[config.mk]
export PLATFORM = sky130hd
export DESIGN_NAME = rm2q_queue
export DESIGN_NICKNAME = d
export VERILOG_FILES = /design/src/rtl/core/rm2q_pkg.sv /design/src/rtl/core/rm2q_queue.sv
export SDC_FILE = /design/constraint.sdc
export NUM_CORES = 1
export LEC_CHECK = 0
export ABC_CLOCK_PERIOD_IN_PS = 4350
export CAP_MARGIN = 15
export CORE_MARGIN = 8
export CORE_UTILIZATION = 65
export CTS_CLUSTER_SIZE = 16
export DETAILED_ROUTE_END_ITERATION = 7
export DONT_BUFFER_PORTS = 1
export PLACE_DENSITY_LB_ADDON = 0.05
export SLEW_MARGIN = 30
export SYNTH_ARGS = -nofsm -noshare
export SYNTH_HDL_FRONTEND = slang
export SYNTH_SLANG_ARGS = --single-unit
[constraint.sdc]
create_clock -name i_clk -period 4.35 [get_ports i_clk]
set_clock_uncertainty 0.15 [all_clocks]
set_input_delay 0.435 -clock i_clk [delete_from_list [all_inputs] [get_ports i_clk]]
set_output_delay 0.435 -clock i_clk [all_outputs]
set_load 0.05 [all_outputs]
[src/rtl/core/rm2q_pkg.sv]
// Package for the rotation-matrix-to-quaternion block.
// Holds shared constants, case codes and width helpers; no dependencies.
package rm2q_pkg;

    // Default number of fraction bits of matrix and quaternion values
    localparam int FRAC_BITS_DEF = 14;

    // Entries of the queue between front and back
    localparam int QUEUE_DEPTH = 4;

    typedef logic [1:0] t_case;

    // Branch codes: largest diagonal element or trace
    localparam t_case CASE_M00   = 2'd0;
    localparam t_case CASE_M11   = 2'd1;
    localparam t_case CASE_M22   = 2'd2;
    localparam t_case CASE_TRACE = 2'd3;

    // Signed width of one unnormalized component: ONE plus three elements
    function automatic int cw_of(input int frac_bits);
        return ((frac_bits > 17) ? frac_bits : 17) + 3;
    endfunction

endpackage

[src/rtl/core/rm2q_queue.sv]
// Short queue decoupling the front stage from the normalizing back end.
// Depends on rm2q_pkg for its depth.
module rm2q_queue import rm2q_pkg::*; #(
    parameter int WIDTH = 8
) (
    input  logic             i_clk,
    input  logic             i_rst_n,
    input  logic             i_valid,
    output logic             o_ready,
    input  logic [WIDTH-1:0] i_data,
    output logic             o_valid,
    input  logic             i_ready,
    output logic [WIDTH-1:0] o_data
);
    localparam int AW = $clog2(QUEUE_DEPTH);

    logic [WIDTH-1:0] r_mem [0:QUEUE_DEPTH-1];
    logic [AW-1:0]    r_wr, r_rd;
    logic [AW:0]      r_cnt;
    logic             push, pop;

    assign o_ready = (r_cnt != (AW+1)'(QUEUE_DEPTH));
    assign o_valid = (r_cnt != '0);
    assign push    = i_valid && o_ready;
    assign pop     = o_valid && i_ready;
    assign o_data  = r_mem[r_rd];

    // Pointers and fill level
    always_ff @(posedge i_clk) begin
        if (!i_rst_n) begin
            r_wr  <= '0;
            r_rd  <= '0;
            r_cnt <= '0;
        end else begin
            if (push) r_wr <= r_wr + 1'b1;
            if (pop)  r_rd <= r_rd + 1'b1;
            r_cnt <= r_cnt + (AW+1)'(push) - (AW+1)'(pop);
        end
    end

    // Entry storage
    always_ff @(posedge i_clk) begin
        if (push) r_mem[r_wr] <= i_data;
    end

    a_cnt_bound: assert property (@(posedge i_clk) disable iff (!i_rst_n)
        r_cnt <= (AW+1)'(QUEUE_DEPTH))
        else $error("queue fill level above depth");

endmodule

==> results.toml, run 1 <==
[status]
outcome = "finished, final reports clean"

[timing]
final_setup_violation_count = 0
slew_viol_final = 0
worstMarginPinSlew_ns = 0.503
achievable-frequency_mhz = 402
final_hold_viol_count = 0
fin_setup_tns_ns = 0
relSlewSlack = 0.664
min_period_over_period = 0.572
finalWorstPathRequiredPeriod_ns = 2.49
final_critical_path_setup_slack_ns = 1.86
setup_repair_after_global_routing_missed_its_margin = "no"

[routing]
detail-route-antenna-nets = 0
wl_per_cell_um = 19.4
detail_route.vias_per_cell = 5.70
first_iter_violations = 14
detailedRoute.firstPassIterationCount = 2
totalWireLength_mm = 2.43
total_vias_in_the_final_route = 713
remaining_drc_errors = 0

[grt]
grt_first_pass_wirelength_mm = 3.93
grt_use_total = 0.125
pin_count_of_the_biggest_net_entering_global_routing = 13
antenna_violations_before_repair = 0
grt_overflow_total = 0
via_count_of_the_first_global_routing_pass = 855

[setup_path]
worst_flop_to_flop_path_endpoint = "r_cnt[2]"
worst_setup_slack_for_register_to_register_paths_ns = 1.86
launching_point_of_the_worst_reg2reg_path = "r_cnt[1]"
worst-r2r-cell-count = 11
critical_path_class = "reg -> reg"
startpoint_type = "flop"
worst-endpoint-arrival_ns = 2.57
critical_path_peak_fanout = 7
kind_of_capture_point_of_the_worst_setup_path = "flop"
cp_cell_sequence = "nor2_1, a21boi_2, inv_1, ha_1, inv_1, ha_1, inv_1, fa_1, xnor2_1, xnor2_1, and2_1"
crit_path_frequent_cell = "sky130_fd_sc_hd__inv_1"
crit_slowest_cell = "sky130_fd_sc_hd__dfxtp_1"
worst_ep_required_time_ns = 4.44
cpLargestDelayFamily = "adder cells"
critical-path-max-stage-delay_ns = 0.47
critical_path_buf_inv_count = 3

[pwr]
p_per_area_nw_per_um2 = 624
vdd_drop_max_uv = 511
power.static_leakage_uw = 0.000575
post-layout-total-power_uw = 1070

[logic_synthesis]
synth-seq-area-share = 0.698
synthFlopType = "sky130_fd_sc_hd__edfxtp_1"
synth_async_sr_flop_share = 0
post_synth_inst_count = 90
syn-num-nets = 109
seq_cells_post_synth = 41
ys_warn_count = 0
synth_area_per_cell_sq_um = 18.2
ys_types = 18
synthesized_cell_area_sq_um = 1640
post_synth_edffs = 32

[place]
post_dp_cell_area_sq_um = 1660
detailed_place_hpwl_mm = 1.82
pre_cts_ws_ns = 1.83
buffer_ports.inserted = 0
finalWeightedCongestion = 0.701

[floorplanning]
num_rows = 18
start_util = 0.672
floorplan.die_area_sq_um = 4380
fp.dieH_um = 66.2
floorplan.io_pins = 22
die_w_um = 66.2
fp.coreArea_sq_um = 2430

[clock_tree]
numClockSinks = 41
clk_transition_reported_paths_ns = 0.11
holdBufCountCts = 0
ctsRootBufferMaster = "sky130_fd_sc_hd__clkbuf_4"
post_cts_resize_count = 0
cts_buffers = 5
tritoncts_clock_tree = "built"
max-clock-path-buffers = 2
maximum_level_of_the_cts_h_tree = 2
post_cts.repair.setup_buffers = 0
clock_latency_of_the_later_clocked_register_in_the_worst_skew_pair_ns = 0.33

[final_layout]
layout.cell_area.non_filler_sq_um = 1710
num-fill-cells = 165
finish.net_count = 113
areaGrowthSynthToFinish_pct = 4.51
final_cell_mix = "sky130_fd_sc_hd__edfxtp_1, sky130_fd_sc_hd__dfxtp_1, sky130_fd_sc_hd__mux4_2"
insertedDiodeCount = 0
drive_gt1_frac = 0.200
most_common_cell_after_layout_fill_and_taps_aside = "sky130_fd_sc_hd__edfxtp_1"

[run]
maxCapViolations = 0

[min_path]
worst_hold_path.num_cells = 0
timing.hold.worst.start = "i_data[1]"
hold-path-endpoint = "r_mem[1][1]"
hold_path_class = "in -> reg"
## worst reg2reg max path, stage by stage (launching register included)
cell and delay, ns:
sky130_fd_sc_hd__dfxtp_1 0.47, sky130_fd_sc_hd__nor2_1 0.12, sky130_fd_sc_hd__a21boi_2 0.28, sky130_fd_sc_hd__inv_1 0.07, sky130_fd_sc_hd__ha_1 0.29, sky130_fd_sc_hd__inv_1 0.05
sky130_fd_sc_hd__ha_1 0.12, sky130_fd_sc_hd__inv_1 0.04, sky130_fd_sc_hd__fa_1 0.37, sky130_fd_sc_hd__xnor2_1 0.15, sky130_fd_sc_hd__xnor2_1 0.13, sky130_fd_sc_hd__and2_1 0.15
## logic make-up (layout without fill, tap and decap cells)
family                   after synthesis  count (layout)  synth area share
AO/OA/AOI/OAI                          3               3            0.0230
buffers and inverters                  8              13            0.0207
multiplexers                          10              10             0.122
AND/OR/NAND/NOR                       17              17            0.0566
adder cells (fa/ha/maj)                7               7            0.0581
XOR/XNOR                               4               4            0.0214
flip-flops                            41              41             0.698
## flip-flops by register name (all words and copies together), names as in the netlist, named ones only
signal	flops
r_rd	2
r_wr	2
r_cnt	3
r_mem	32
## layout make-up
| class | count | area (sq um) | share of cell area |
|---|---|---|---|
| sequential | 41 | 1140 | 0.668 |
| multi-input combinational | 41 | 460 | 0.269 |
| tap | 30 | 37.5 | 0.0220 |
| clock inverter | 2 | 10.0 | 0.00586 |
| inverter | 5 | 18.8 | 0.0110 |
| clock buffer | 6 | 41.3 | 0.0242 |
## stage by stage
step | util | cells | hold WS [ns]
global placement | 0.682 | 117 | 0.335
CTS | 0.703 | 125 | 0.0329
detailed placement | 0.682 | 117 | 0.352
global route | 0.703 | 125 | 0.00858
floorplan | - | 90 | 0.318
finish | 0.703 | 125 | 0.0417
## cell usage after synthesis, drive strengths merged, types with 2 or more instances
| cell | number | area (sq um) |
|---|---|---|
| mux4 | 8 | 180 |
| nand2 | 5 | 18.8 |
| ha | 6 | 75.1 |
| nor2b | 3 | 18.8 |
| and2 | 7 | 43.8 |
| clkbuf | 2 | 7.51 |
| inv | 5 | 18.8 |
| xnor2 | 4 | 35.0 |
| edfxtp | 32 | 961 |
| dfxtp | 9 | 180 |
| mux2i | 2 | 20.0 |
## routing by layer
metal,vias to the layer above,global-route usage,wire length (um)
li1,340,-,-
met1,353,0.110,861
met2,18,0.230,1360
met3,2,0.0525,190
met4,0,0.0693,17
met5,-,0,0
## power breakdown
part | switching, uW | internal (uW) | total (uW)
registers | 56.6 | 483 | 539
clock network | 108 | 61.6 | 169
logic | 239 | 119 | 359
total | 404 | 663 | 1070
## worst max-delay path by stage
stage,from,to,slack (ns),cells after the start
final,r_cnt[1],r_cnt[2],1.86,11
after global routing,r_cnt[1],r_cnt[2],1.62,11
after CTS,r_cnt[1],r_cnt[2],1.82,11
after detailed placement,r_cnt[1],r_cnt[2],1.83,11
after global placement,r_cnt[1],r_cnt[2],1.89,11
after floorplan,r_cnt[1],r_cnt[2],1.98,11
Power figures use the tool's default switching activity.
==> inputs of run 2 (changes only) <==
--- a/config.mk
+++ b/config.mk
@@ -5,10 +5,11 @@
 export SDC_FILE = /design/constraint.sdc
 export NUM_CORES = 1
 export LEC_CHECK = 0
-export ABC_CLOCK_PERIOD_IN_PS = 4350
+export ABC_AREA = 1
+export ABC_CLOCK_PERIOD_IN_PS = 2440
 export CAP_MARGIN = 15
 export CORE_MARGIN = 8
-export CORE_UTILIZATION = 65
+export CORE_UTILIZATION = 61
 export CTS_CLUSTER_SIZE = 16
 export DETAILED_ROUTE_END_ITERATION = 7
 export DONT_BUFFER_PORTS = 1
==> constraint.sdc (replaced) <==
create_clock -name i_clk -period 2.44 [get_ports i_clk]
set_clock_uncertainty 0.15 [all_clocks]
set_input_delay 0.244 -clock i_clk [delete_from_list [all_inputs] [get_ports i_clk]]
set_output_delay 0.244 -clock i_clk [all_outputs]
set_load 0.05 [all_outputs]
==> results.toml, run 2 <==
[routing]
detailedRoute.firstPassIterationCount = 4
detail-route-antenna-nets = 0
remaining_drc_errors = 0
first_iter_violations = 68
wl_per_cell_um = 14.9
total_vias_in_the_final_route = 1102
totalWireLength_mm = 3.02
detail_route.vias_per_cell = 5.43

[clock_tree]
clock_latency_of_the_later_clocked_register_in_the_worst_skew_pair_ns = 0.36
maximum_level_of_the_cts_h_tree = 2
max-clock-path-buffers = 2
post_cts_resize_count = 0
ctsRootBufferMaster = "sky130_fd_sc_hd__clkbuf_4"
clk_transition_reported_paths_ns = 0.13
post_cts.repair.setup_buffers = 0
numClockSinks = 41
tritoncts_clock_tree = "built"
cts_buffers = 5

[final_layout]
biggestRegsByFlops = "r_mem (32), r_cnt (3)"
num-fill-cells = 193
regMostFlops = "r_mem"
insertedDiodeCount = 0
largest_reg_flops = 32
areaGrowthSynthToFinish_pct = 18.5
finish.net_count = 190
layout.cell_area.non_filler_sq_um = 1990
final_cell_mix = "sky130_fd_sc_hd__edfxtp_1, sky130_fd_sc_hd__nor2_1, sky130_fd_sc_hd__inv_1"
most_common_cell_after_layout_fill_and_taps_aside = "sky130_fd_sc_hd__edfxtp_1"
drive_gt1_frac = 0.169
final_util = 0.740

[logic_synthesis]
ys_types = 18
synth_commonest_cells = "sky130_fd_sc_hd__edfxtp_1, sky130_fd_sc_hd__nor2_1, sky130_fd_sc_hd__inv_1"
synth_mux_area_frac = 0
post_synthesis_compound_gate_area_fraction = 0.108
synth_fa_ha_area_frac = 0.0567
synth_xor_xnor_area_share = 0
post_synth_edffs = 32
post-synth-top-area-cell = "sky130_fd_sc_hd__edfxtp_1"
synth_top_cells_by_area = "sky130_fd_sc_hd__edfxtp_1, sky130_fd_sc_hd__dfxtp_1, sky130_fd_sc_hd__nor2_1, sky130_fd_sc_hd__ha_1, sky130_fd_sc_hd__o21ai_0"
synthFlopType = "sky130_fd_sc_hd__edfxtp_1"
largest_family_of_logic_cells_by_synthesized_area = "compound AO/OA/AOI/OAI gates"
synthesized_cell_area_sq_um = 1680
syn-num-nets = 160
synth_top_area_share = 0.573
seq_cells_post_synth = 41
synthSimpleGateAreaFrac = 0.105
ys_warn_count = 0
synth_async_sr_flop_share = 0
post_synth_inst_count = 141
synth_area_per_cell_sq_um = 11.9
synth-seq-area-share = 0.681
cell_with_the_most_instances_after_synthesis = "sky130_fd_sc_hd__edfxtp_1"

[floorplanning]
die_w_um = 68.4
num_rows = 19
start_util = 0.624
floorplan.die_area_sq_um = 4680
fp.coreArea_sq_um = 2690
floorplan.io_pins = 22
fp.dieH_um = 68.4

[setup_path]
worst_ep_required_time_ns = 2.56
kind_of_capture_point_of_the_worst_setup_path = "flop"
worst-endpoint-arrival_ns = 2.23
critical_path_class = "reg -> reg"
critical_path_peak_fanout = 5
startpoint_type = "flop"

[grt]
antenna_violations_before_repair = 0
grt_use_total = 0.145
via_count_of_the_first_global_routing_pass = 1079
pin_count_of_the_biggest_net_entering_global_routing = 17
grt_first_pass_wirelength_mm = 4.75
grt_overflow_total = 0

[timing]
finalWorstPathRequiredPeriod_ns = 2.11
timing.hold.ws_ns = 0.0472
slew_viol_final = 0
final_critical_path_setup_slack_ns = 0.330
worstMarginPinSlew_ns = 0.401
relSlewSlack = 0.733
fin_setup_tns_ns = 0
final_setup_violation_count = 0
min_period_over_period = 0.865
final_hold_viol_count = 0
achievable-frequency_mhz = 474
setup_repair_after_global_routing_missed_its_margin = "no"

[place]
pre_cts_ws_ns = 0.362
finalWeightedCongestion = 0.736
buffer_ports.inserted = 0
detailed_place_hpwl_mm = 2.07
post_dp_cell_area_sq_um = 1800

[pwr]
share_clk_of_total_power = 0.186
combinationalPowerShare = 0.385
p_sw_uw = 892
p_per_area_nw_per_um2 = 1100
switching_share = 0.409
sequential_power_share = 0.429
power.static_leakage_uw = 0.000774
vdd_drop_max_uv = 801
internal_power_uw = 1290

[status]
outcome = "finished, final reports clean"

[min_path]
hold_path_class = "in -> reg"

[run]
maxCapViolations = 0
-- run 2: cell count changes after synthesis, moves of 4 or more --
cell                      before  now
sky130_fd_sc_hd__a21oi_1       0    4
sky130_fd_sc_hd__nor2_1        1   27
sky130_fd_sc_hd__nand2_1       5   11
sky130_fd_sc_hd__mux4_2        8    0
sky130_fd_sc_hd__o22ai_1       0    8
sky130_fd_sc_hd__and2_1        7    0
sky130_fd_sc_hd__o21ai_0       0   13
sky130_fd_sc_hd__xnor2_1       4    0
sky130_fd_sc_hd__inv_1         5   15
-- run 2: power by group through the flow --
stage               clock network (uW)  logic, uW  registers, uW
floorplan                            0        638            925
global placement                     0        803            942
detailed placement                   0        817            949
CTS                                409        839            933
global route                       445        908            944
finish                             406        839            934
-- run 2: final timing paths --
kind,from,end,slack (ns),depth (start not counted)
setup reg to reg,r_cnt[1],r_cnt[2],0.33,10
setup / recovery,r_cnt[1],r_cnt[2],0.33,10
hold / removal,i_ready,r_rd[0],0.05,5
hold reg to reg,r_rd[0],r_rd[0],0.35,2
-- run 2: logic make-up (layout without fill, tap and decap cells) --
group,count (synthesis),count (layout)
compound gates,31,31
fa+ha+maj,7,7
buf+inv,18,49
flops,41,41
simple gates,44,44
-- run 2: layer usage --
| layer | global-route usage | share of wire | up-vias |
|---|---|---|---|
| li1 | - | - | 547 |
| met1 | 0.144 | 0.39 | 517 |
| met2 | 0.243 | 0.52 | 30 |
| met3 | 0.0475 | 0.069 | 8 |
| met4 | 0.118 | 0.025 | 0 |
| met5 | 0 | 0 | - |
-- run 2: final cells by class --
type	instances	area [sq um]	share of cell area
flip-flops and latches	41	1140	0.574
multi-input cells	82	453	0.228
repair buffers	25	215	0.108
clock buffers	6	62.6	0.0315
inverters	16	60.1	0.0302
well taps	31	38.8	0.0195
clock inverters	2	16.3	0.00819
-- run 2: what timing repair did --
item / CTS / global route
hold endpoints to repair: 41 / 0
setup endpoints to repair: 0 / 0
hold buffers: 11 / 0
-- run 2: critical path: stages (launching register included) --
cell	delay, ns
sky130_fd_sc_hd__dfxtp_1	0.39
sky130_fd_sc_hd__nor2_2	0.20
sky130_fd_sc_hd__nand2_2	0.07
sky130_fd_sc_hd__nand2_1	0.14
sky130_fd_sc_hd__ha_1	0.25
sky130_fd_sc_hd__inv_1	0.06
sky130_fd_sc_hd__ha_1	0.13
sky130_fd_sc_hd__inv_1	0.05
sky130_fd_sc_hd__fa_1	0.37
sky130_fd_sc_hd__o21ai_0	0.18
sky130_fd_sc_hd__nor2_1	0.05
-- run 2: stage by stage --
stage / instances / total power [uW]
after detailed placement: 184 / 1770
after floorplan: 141 / 1560
after global routing: 203 / 2300
after CTS: 203 / 2180
after global placement: 184 / 1740
final: 203 / 2180
