===== src/rtl/core/rm2q_pkg.sv =====
// Package for the rotation-matrix-to-quaternion block.
// Holds shared constants, case codes and width helpers; no dependencies.
package rm2q_pkg;

    // Default number of fraction bits of matrix and quaternion values
    localparam int FRAC_BITS_DEF = 14;

    // Entries of the queue between front and back
    localparam int QUEUE_DEPTH = 4;

    typedef logic [1:0] t_case;

    // Branch codes: largest diagonal element or trace
    localparam t_case CASE_M00   = 2'd0;
    localparam t_case CASE_M11   = 2'd1;
    localparam t_case CASE_M22   = 2'd2;
    localparam t_case CASE_TRACE = 2'd3;

    // Signed width of one unnormalized component: ONE plus three elements
    function automatic int cw_of(input int frac_bits);
        return ((frac_bits > 17) ? frac_bits : 17) + 3;
    endfunction

endpackage


===== src/rtl/core/rm2q_if.sv =====
// Channel interfaces of the rotation-matrix-to-quaternion block.
// Matrix input channel and quaternion result channel; no dependencies.
interface rm2q_in_if;
    logic               valid;
    logic               ready;
    logic signed [15:0] m00;
    logic signed [15:0] m01;
    logic signed [15:0] m02;
    logic signed [15:0] m10;
    logic signed [15:0] m11;
    logic signed [15:0] m12;
    logic signed [15:0] m20;
    logic signed [15:0] m21;
    logic signed [15:0] m22;

    modport source (output valid, m00, m01, m02, m10, m11, m12, m20, m21, m22,
                    input ready);
    modport sink   (input valid, m00, m01, m02, m10, m11, m12, m20, m21, m22,
                    output ready);
endinterface



===== src/rtl/core/rm2q_front.sv =====
// Front stage: picks Shepperd's branch and forms the unnormalized quaternion.
// Depends on rm2q_pkg and rm2q_in_if.
module rm2q_front import rm2q_pkg::*; #(
    parameter int FRAC_BITS = FRAC_BITS_DEF
) (
    input  logic                             i_clk,
    input  logic                             i_rst_n,
    rm2q_in_if.sink                          i_mat,
    output logic                             o_valid,
    input  logic                             i_ready,
    output logic [4*cw_of(FRAC_BITS)+1:0]    o_data
);
    localparam int CW = cw_of(FRAC_BITS);
    localparam logic signed [CW-1:0] ONE = CW'(64'sd1 <<< FRAC_BITS);

    logic signed [CW-1:0] e00, e01, e02, e10, e11, e12, e20, e21, e22;
    logic signed [17:0]   d0, d1, d2, d3, dmax;
    t_case                sel;
    logic signed [CW-1:0] cx, cy, cz, cw;
    logic                 accept;

    logic                 r_vld;
    t_case                r_sel;
    logic signed [CW-1:0] r_cx, r_cy, r_cz, r_cw;

    assign e00 = CW'(i_mat.m00);
    assign e01 = CW'(i_mat.m01);
    assign e02 = CW'(i_mat.m02);
    assign e10 = CW'(i_mat.m10);
    assign e11 = CW'(i_mat.m11);
    assign e12 = CW'(i_mat.m12);
    assign e20 = CW'(i_mat.m20);
    assign e21 = CW'(i_mat.m21);
    assign e22 = CW'(i_mat.m22);

    // Largest of the diagonal and the trace, ties to the lower index
    always_comb begin
        d0   = 18'(i_mat.m00);
        d1   = 18'(i_mat.m11);
        d2   = 18'(i_mat.m22);
        d3   = d0 + d1 + d2;
        sel  = CASE_M00;
        dmax = d0;
        if (d1 > dmax) begin
            sel  = CASE_M11;
            dmax = d1;
        end
        if (d2 > dmax) begin
            sel  = CASE_M22;
            dmax = d2;
        end
        if (d3 > dmax) begin
            sel  = CASE_TRACE;
        end
    end

    // Unnormalized components for the chosen branch
    always_comb begin
        unique case (sel)
            CASE_M00: begin
                cx = ONE + e00 - e11 - e22;
                cy = e01 + e10;
                cz = e02 + e20;
                cw = e12 - e21;
            end
            CASE_M11: begin
                cx = e01 + e10;
                cy = ONE + e11 - e00 - e22;
                cz = e12 + e21;
                cw = e20 - e02;
            end
            CASE_M22: begin
                cx = e02 + e20;
                cy = e12 + e21;
                cz = ONE + e22 - e00 - e11;
                cw = e01 - e10;
            end
            default: begin
                cx = e12 - e21;
                cy = e20 - e02;
                cz = e01 - e10;
                cw = ONE + e00 + e11 + e22;
            end
        endcase
    end

    assign i_mat.ready = !r_vld || i_ready;
    assign accept      = i_mat.valid && i_mat.ready;

    // Holding register toward the queue
    always_ff @(posedge i_clk) begin
        if (!i_rst_n) begin
            r_vld <= 1'b0;
        end else if (i_mat.ready) begin
            r_vld <= i_mat.valid;
        end
    end

    always_ff @(posedge i_clk) begin
        if (accept) begin
            r_sel <= sel;
            r_cx  <= cx;
            r_cy  <= cy;
            r_cz  <= cz;
            r_cw  <= cw;
        end
    end

    assign o_valid = r_vld;
    assign o_data  = {r_sel, r_cw, r_cz, r_cy, r_cx};

endmodule


===== src/flat_wrapper.sv =====
// flat-port wrapper written by rule: the top's interface ports become plain ports
module rm2q_front_flat import rm2q_pkg::*;
#(
    parameter int FRAC_BITS = FRAC_BITS_DEF
)
  (i_clk, i_rst_n, o_valid, i_ready, o_data, i_mat_valid, i_mat_m00, i_mat_m01, i_mat_m02, i_mat_m10, i_mat_m11, i_mat_m12, i_mat_m20, i_mat_m21, i_mat_m22, i_mat_ready);
  rm2q_in_if i_mat_i ();
  input  logic i_clk;
  input  logic i_rst_n;
  output logic o_valid;
  input  logic i_ready;
  output logic [4*cw_of(FRAC_BITS)+1:0] o_data;
  input wire logic [$bits(i_mat_i.valid)-1:0] i_mat_valid;
  input wire logic [$bits(i_mat_i.m00)-1:0] i_mat_m00;
  input wire logic [$bits(i_mat_i.m01)-1:0] i_mat_m01;
  input wire logic [$bits(i_mat_i.m02)-1:0] i_mat_m02;
  input wire logic [$bits(i_mat_i.m10)-1:0] i_mat_m10;
  input wire logic [$bits(i_mat_i.m11)-1:0] i_mat_m11;
  input wire logic [$bits(i_mat_i.m12)-1:0] i_mat_m12;
  input wire logic [$bits(i_mat_i.m20)-1:0] i_mat_m20;
  input wire logic [$bits(i_mat_i.m21)-1:0] i_mat_m21;
  input wire logic [$bits(i_mat_i.m22)-1:0] i_mat_m22;
  output wire logic [$bits(i_mat_i.ready)-1:0] i_mat_ready;
  assign i_mat_i.valid = i_mat_valid;
  assign i_mat_i.m00 = i_mat_m00;
  assign i_mat_i.m01 = i_mat_m01;
  assign i_mat_i.m02 = i_mat_m02;
  assign i_mat_i.m10 = i_mat_m10;
  assign i_mat_i.m11 = i_mat_m11;
  assign i_mat_i.m12 = i_mat_m12;
  assign i_mat_i.m20 = i_mat_m20;
  assign i_mat_i.m21 = i_mat_m21;
  assign i_mat_i.m22 = i_mat_m22;
  assign i_mat_ready = i_mat_i.ready;
  rm2q_front #(.FRAC_BITS(FRAC_BITS)) u_core (.i_clk(i_clk), .i_rst_n(i_rst_n), .i_mat(i_mat_i), .o_valid(o_valid), .i_ready(i_ready), .o_data(o_data));
endmodule

===== config.mk =====
export PLATFORM = sky130hd
export DESIGN_NAME = rm2q_front_flat
export DESIGN_NICKNAME = d
export VERILOG_FILES = /design/src/rtl/core/rm2q_pkg.sv /design/src/rtl/core/rm2q_if.sv /design/src/rtl/core/rm2q_front.sv /design/src/flat_wrapper.sv
export SDC_FILE = /design/constraint.sdc
export NUM_CORES = 1
export LEC_CHECK = 0
export BUFFER_PORTS_ARGS = -buffer_cell sky130_fd_sc_hd__buf_4
export CORE_ASPECT_RATIO = 0.6
export CORE_MARGIN = 2
export CORE_UTILIZATION = 40
export DETAILED_ROUTE_END_ITERATION = 16
export SLEW_MARGIN = 30
export SYNTH_ARGS = -nofsm -noshare
export SYNTH_HDL_FRONTEND = slang
export SYNTH_SLANG_ARGS = --single-unit

===== constraint.sdc =====
create_clock -name i_clk -period 7.5 [get_ports i_clk]
set_clock_uncertainty 0.1 [all_clocks]
set_input_delay 1.875 -clock i_clk [delete_from_list [all_inputs] [get_ports i_clk]]
set_output_delay 1.875 -clock i_clk [all_outputs]
set_load 0.01 [all_outputs]

==> metrics.cfg, run 1 <==
[yosys]
synth-edff-count = 82
synth_flop_cell = edfxtp_1
ys_warn_count = 0
synth_cells = 2220
syn_area_per_cell_um2 = 7.93
synth_cell_types = 87
synth_fp_nets = 2724
yosys_register_bits = 83
async_flop_share = 0
synth_area_mm2 = 0.0176
ys_seq_area_frac = 0.141

[critical_path]
startpoint_type = input pin
critPathMaxStageDelay_ps = 410
cp_data_arrival_time_ps = 7620
worstSetupPathType = in2reg
end_kind = flip-flop
cp_max_fo = 8
cpMaxStageDelayCell = a221o_2
cp_num_buf_inv = 7
worstPathRequired_ps = 7530
path_delay_family = compound AO/OA/AOI/OAI gates

[sta]
setup_ws_ps = -93.9
slew_headroom = 0.279
max_slew.worst_pin.slew_ps = 1070
finalHoldViolCount = 0
fin_crit_ps = 7590
clock.fmax_ghz = 0.132
setup_viol = 17
rsz0062_at_grt = true
slew_viol_final = 0
fin_crit_sh = 1.01

[pwr]
peakVddDrop_mv = 0.169
p_leak_nw = 10.6
power.total_mw = 5.71
power.density_mw_per_mm2 = 248

[routing]
drt_first_pass_iters = 5
avgRoutedWirePerCell_um = 21.0
drt_iter0_drc = 1943
routed_wirelength_um = 67000
drt_drc_violations_left = 0
viasPerCell = 5.77
ant_nets = 0
routed-via-count = 18500

[cells_and_area]
stdcell_count = 3196
syn2layout_area_growth_pct = 30.8
layout_commonest_cell = buf_4
drive_above_1_share = 0.248
layout.nets = 3116
antennaDiodeCount = 0
final_cell_mix = 413 x buf_4, 303 x ha_1, 185 x inv_1

[die]
core_area_mm2 = 0.0434
rows = 59
initial_core_util = 0.406
die_w_um = 275
ios = 232
dieArea_mm2 = 0.0458
die_y_um = 167

[global_route]
overflow = 0
grt_pass1_vias = 17100
antenna_found_initial = 0
grt_usage = 0.278
grt_start_max_net_pins = 67
grt_pass1_wl_um = 98700

[clock_tree]
cts_tree = built
ctsHtreeMaxLevel = 3
clkLatencyLatePin_ps = 370
clockBufferDepth = 2
cts-root-buf = clkbuf_16
hold_buffers = 0
cts_made_buffers = 9
numClockSinks = 83
clkTransAtPathRegs_ps = 70

[placed_design]
gp_congestion = 0.947
port_buffers = 231
placed_cells = 3117
dpl.hpwl_um = 53000

[run_status]
status = complete, but fails checks
violations = setup timing

[min_path]
holdCritPathClass = reg2reg

[job]
cap_viol_max_count = 0

## final timing paths
check                              start                          end  slack [ps]  cells after the start
max                         i_mat_m11[1]    u_core.r_cz[18]$_DFFE_PP_         -90                     30
min          u_core.o_valid$_SDFFE_PN0N_  u_core.o_valid$_SDFFE_PN0N_         450                      2
max reg2reg  u_core.o_valid$_SDFFE_PN0N_     u_core.r_cy[0]$_DFFE_PP_        5360                      3
min reg2reg  u_core.o_valid$_SDFFE_PN0N_  u_core.o_valid$_SDFFE_PN0N_         450                      2
## cells in the mapped netlist, drive strengths merged (11+ instances only)
cell type	count	share of area
ha	319	0.23
xor2	54	0.027
xnor2	138	0.069
a21boi	11	0.0047
nand2b	34	0.012
o31ai	11	0.0055
fa	37	0.042
a221oi	11	0.0068
nor2b	49	0.017
or3	26	0.0092
a211oi	51	0.022
edfxtp	82	0.14
buf	39	0.012
clkbuf	37	0.0079
o21a	24	0.010
o22ai	14	0.0050
a21o	58	0.025
nor2	184	0.040
nand4	14	0.0050
a21oi	192	0.055
a31oi	41	0.015
nand2	165	0.035
and3	18	0.0064
nand3	33	0.0094
o21bai	25	0.011
mux2i	17	0.0097
o21ai	133	0.038
o211ai	27	0.012
inv	192	0.041
nor3	54	0.016
## layout make-up
type	count	area (µm²)
timing repair buffer	455	3760
fill	4124	20400
sequential	83	2480
clock buffer	9	225
tap	579	724
clock inverter	7	58.8
multi-input combinational	1871	15100
inverter	192	729
## kinds of logic (layout without fill, tap and decap cells)
family          after synthesis  count (layout)  share of synthesized area
mux                          19              19                     0.0109
flops                        83              83                      0.141
simple gates                624             624                      0.171
buf+inv                     268             663                     0.0612
xor+xnor                    192             192                     0.0955
compound gates              678             680                      0.252
fa+ha+maj                   356             356                      0.269
## flip-flops by register name (all words and copies together) (netlist names)
register        count
u_core.r_cw        20
u_core.r_cx        20
u_core.r_cy        20
u_core.r_cz        20
u_core.r_sel        2
u_core.o_valid      1
## layer usage
layer | up-vias | share of wire | global-route usage
met1 | 8860 | 0.49 | 0.422
met5 | - | 0 | 0
met3 | 68 | 0.075 | 0.0479
met4 | 0 | 0.014 | 0.0486
met2 | 738 | 0.42 | 0.411
li1 | 8784 | - | -
## where the power goes
part,internal [mW],switching (mW),total [mW],leakage [nW]
clock network,0.231,0.236,0.467,0.134
registers,0.810,0.103,0.913,0.801
logic,1.92,2.40,4.33,9.69
total,2.96,2.74,5.71,10.6
## per-stage QoR
step	setup WS (ps)	util	TNS (ps)	hold slack [ps]	area, µm²
finish	-93.9	0.531	-282	455	23000
global route	-297	0.531	-11010	507	23000
CTS	-27.3	0.503	-27.3	464	21800
detailed placement	-1110	0.487	-76090	445	21100
global placement	-910	0.487	-58790	426	21100
floorplan	5.93	-	0	510	17800
## tightest hold or removal path, cell delays in order (launching register included)
cell and delay [ps]:
dfxtp_1 320, nand2b_1 110, a21boi_0 90
## timing repair
action / in CTS / in global routing
resized for setup: 49 / 154
buffers inserted: 20 / 39
pin swaps: 27 / 74
gates cloned: 1 / 6
setup endpoints to repair: 81 / 81
No activity file was read; power rests on OpenSTA's default activity.
==> run 2: changes to the inputs <==
- BUFFER_PORTS_ARGS: -buffer_cell sky130_fd_sc_hd__buf_4 -> -buffer_cell sky130_fd_sc_hd__buf_2
==> run 2 against run 1 <==
Final area fell by 4.4%. Register-to-register slack improved by 40 ps. Die area did not move. Combinational power fell by 9.5%. The flow still finishes with violations (setup timing). Highest routed layer unchanged. Power fell by 7.0%. Cell count fell by 0.53%.
==> metrics.cfg, run 2 (synthesis results as in run 1) <==
[sta]
setup_ws_ps = -97.5  ; -3.63 ps
fin_tns_setup_ps = -667  ; -385 ps
finalHoldViolCount = 0  ; unchanged
slew_viol_final = 0  ; unchanged
clock.fmax_ghz = 0.132  ; about the same
fin_crit_ps = 7600  ; +3.63 ps
fin_crit_sh = 1.01  ; about the same
slew_headroom = 0.391  ; +0.112
max_slew.worst_pin.slew_ps = 903  ; -165 ps
rsz0062_at_grt = true
setup_viol = 14  ; -3

[clock_tree]
clockBufferDepth = 2  ; unchanged
clkLatencyLatePin_ps = 360  ; about the same
cts-root-buf = clkbuf_16
clkTransAtPathRegs_ps = 70  ; about the same
numClockSinks = 83  ; unchanged
cts_made_buffers = 9  ; unchanged
ctsHtreeMaxLevel = 3  ; unchanged
cts_tree = built

[pwr]
power.density_mw_per_mm2 = 241  ; -2.7%
sequentialPowerShare = 0.170  ; +0.010
p_leak_nw = 10.3  ; -3.2%
pwr-share-clk = 0.091  ; +0.009
combPwrFrac = 0.739  ; -0.019
power.switching_mw = 2.56  ; -6.6%
power.internal_mw = 2.74  ; -7.4%
sw_frac_of_total = 0.483  ; +0.00216
peakVddDrop_mv = 0.179  ; +5.6%

[global_route]
antenna_found_initial = 0  ; unchanged
grt_usage = 0.275  ; -0.00279
grt_pass1_vias = 16900  ; -1.2%
grt_start_max_net_pins = 61  ; -9.0%
overflow = 0  ; unchanged
grt_pass1_wl_um = 97400  ; -1.3%

[critical_path]
worstPathRequired_ps = 7520  ; about the same
cp_max_fo = 7  ; -1
crit_top_cell = buf_6
critPathMaxStageDelay_ps = 470  ; +60 ps
cp_data_arrival_time_ps = 7620  ; about the same
worstSetupPathType = in2reg
cpMaxStageDelayCell = a222oi_1
end_kind = flip-flop
startpoint_type = input pin

[routing]
drt_iter0_drc = 1755  ; -9.7%
routed_wirelength_um = 64900  ; -3.1%
drt_first_pass_iters = 7  ; +2
viasPerCell = 5.69  ; -1.5%
drt_drc_violations_left = 0  ; unchanged
ant_nets = 0  ; unchanged
routed-via-count = 18100  ; -2.0%
avgRoutedWirePerCell_um = 20.4  ; -2.6%

[die]
die_w_um = 275  ; unchanged
core_area_mm2 = 0.0434  ; unchanged
rows = 59  ; unchanged
ios = 232  ; unchanged
dieArea_mm2 = 0.0458  ; unchanged
die_y_um = 167  ; unchanged
initial_core_util = 0.406  ; unchanged

[cells_and_area]
layout.nets = 3099  ; -0.55%
antennaDiodeCount = 0  ; unchanged
layout_commonest_cell = ha_1
regArea_mm2 = 0.00248  ; unchanged
drive_above_1_share = 0.232  ; -0.0168
multi_input_area_mm2 = 0.0148  ; -1.6%
n_fill_cell = 4269  ; +3.5%
final_cell_mix = 305 x ha_1, 229 x buf_2, 183 x inv_1
syn2layout_area_growth_pct = 25.0
fin_util = 0.507  ; -0.0234

[min_path]
holdCritPathClass = reg2reg

[placed_design]
gp_congestion = 0.946  ; -0.15%
port_buffers = 231  ; unchanged
dpl.hpwl_um = 53100  ; +0.25%

[job]
cap_viol_max_count = 0  ; unchanged

[run_status]
violations = setup timing
status = complete, but fails checks

run 2: cell count changes in the layout (fill, tap and decap cells not counted), moves of 5 or more:
cell / delta
buf_6: -7
o21ai_0: -5
buf_2: +229
buf_4: -234
a211oi_1: +12
o21ai_1: +12
a21oi_2: -6
nor2_1: -6
a211oi_2: -12
a21oi_1: +7
nor2_2: +7
run 2: layer usage:
metal | vias to the layer above | track usage | part of all wire
li1 | 8764 | - | -
met1 | 8538 | 0.423 | 0.49
met2 | 701 | 0.402 | 0.41
met3 | 74 | 0.0440 | 0.079
met4 | 0 | 0.0482 | 0.018
met5 | - | 0 | 0
run 2: layout make-up:
class | instances | area share
well taps | 579 | 0.0329
clock buffers | 10 | 0.0104
flip-flops and latches | 83 | 0.113
repair buffers | 438 | 0.135
clock inverters | 6 | 0.00324
inverters | 192 | 0.0331
multi-input cells | 1871 | 0.673
run 2: worst max-delay path: cells and delay by family:
kind / cells / cell delay (ps)
compound gates: 10 / 2340
fa+ha+maj: 3 / 790
buf+inv: 7 / 1030
simple gates: 11 / 1570
run 2: through the flow:
stage | power, mW | hold WS [ps] | std cells | area, µm² | setup WS, ps
5_1_grt | 5.68 | 463 | 3179 | 22000 | -266
3_3_place_gp | 4.35 | 410 | 3119 | 20600 | -880
3_5_place_dp | 4.38 | 425 | 3119 | 20600 | -1060
6_report | 5.31 | 429 | 3179 | 22000 | -97.5
2_1_floorplan | 3.17 | 510 | 2220 | 17800 | 5.93
4_1_cts | 5.06 | 436 | 3160 | 21600 | 0.823
run 2: final timing paths:
kind                            endpoint  cells after the start                        start  slack, ps
max            u_core.r_cw[18]$_DFFE_PP_                     31                i_mat_m00[10]       -100
min          u_core.o_valid$_SDFFE_PN0N_                      2  u_core.o_valid$_SDFFE_PN0N_        430
max reg2reg     u_core.r_cx[2]$_DFFE_PP_                      3  u_core.o_valid$_SDFFE_PN0N_       5400
min reg2reg  u_core.o_valid$_SDFFE_PN0N_                      2  u_core.o_valid$_SDFFE_PN0N_        430
run 2: power groups by stage:
stage	Clock, mW	Combinational [mW]	Sequential, mW
4_1_cts	0.483	3.68	0.904
3_5_place_dp	0	3.47	0.906
2_1_floorplan	0	2.21	0.962
3_3_place_gp	0	3.43	0.912
6_report	0.481	3.92	0.902
5_1_grt	0.502	4.26	0.912
run 2: timing repair:
action / in CTS / in global routing
buffers inserted: 21 / 19
pin swaps: 48 / 46
setup endpoints to repair: 82 / 81
endpoints found under the hold margin: 0 / 0
resized for setup: 79 / 69
gates cloned: 4 / 2
hold buffers: 0 / 0
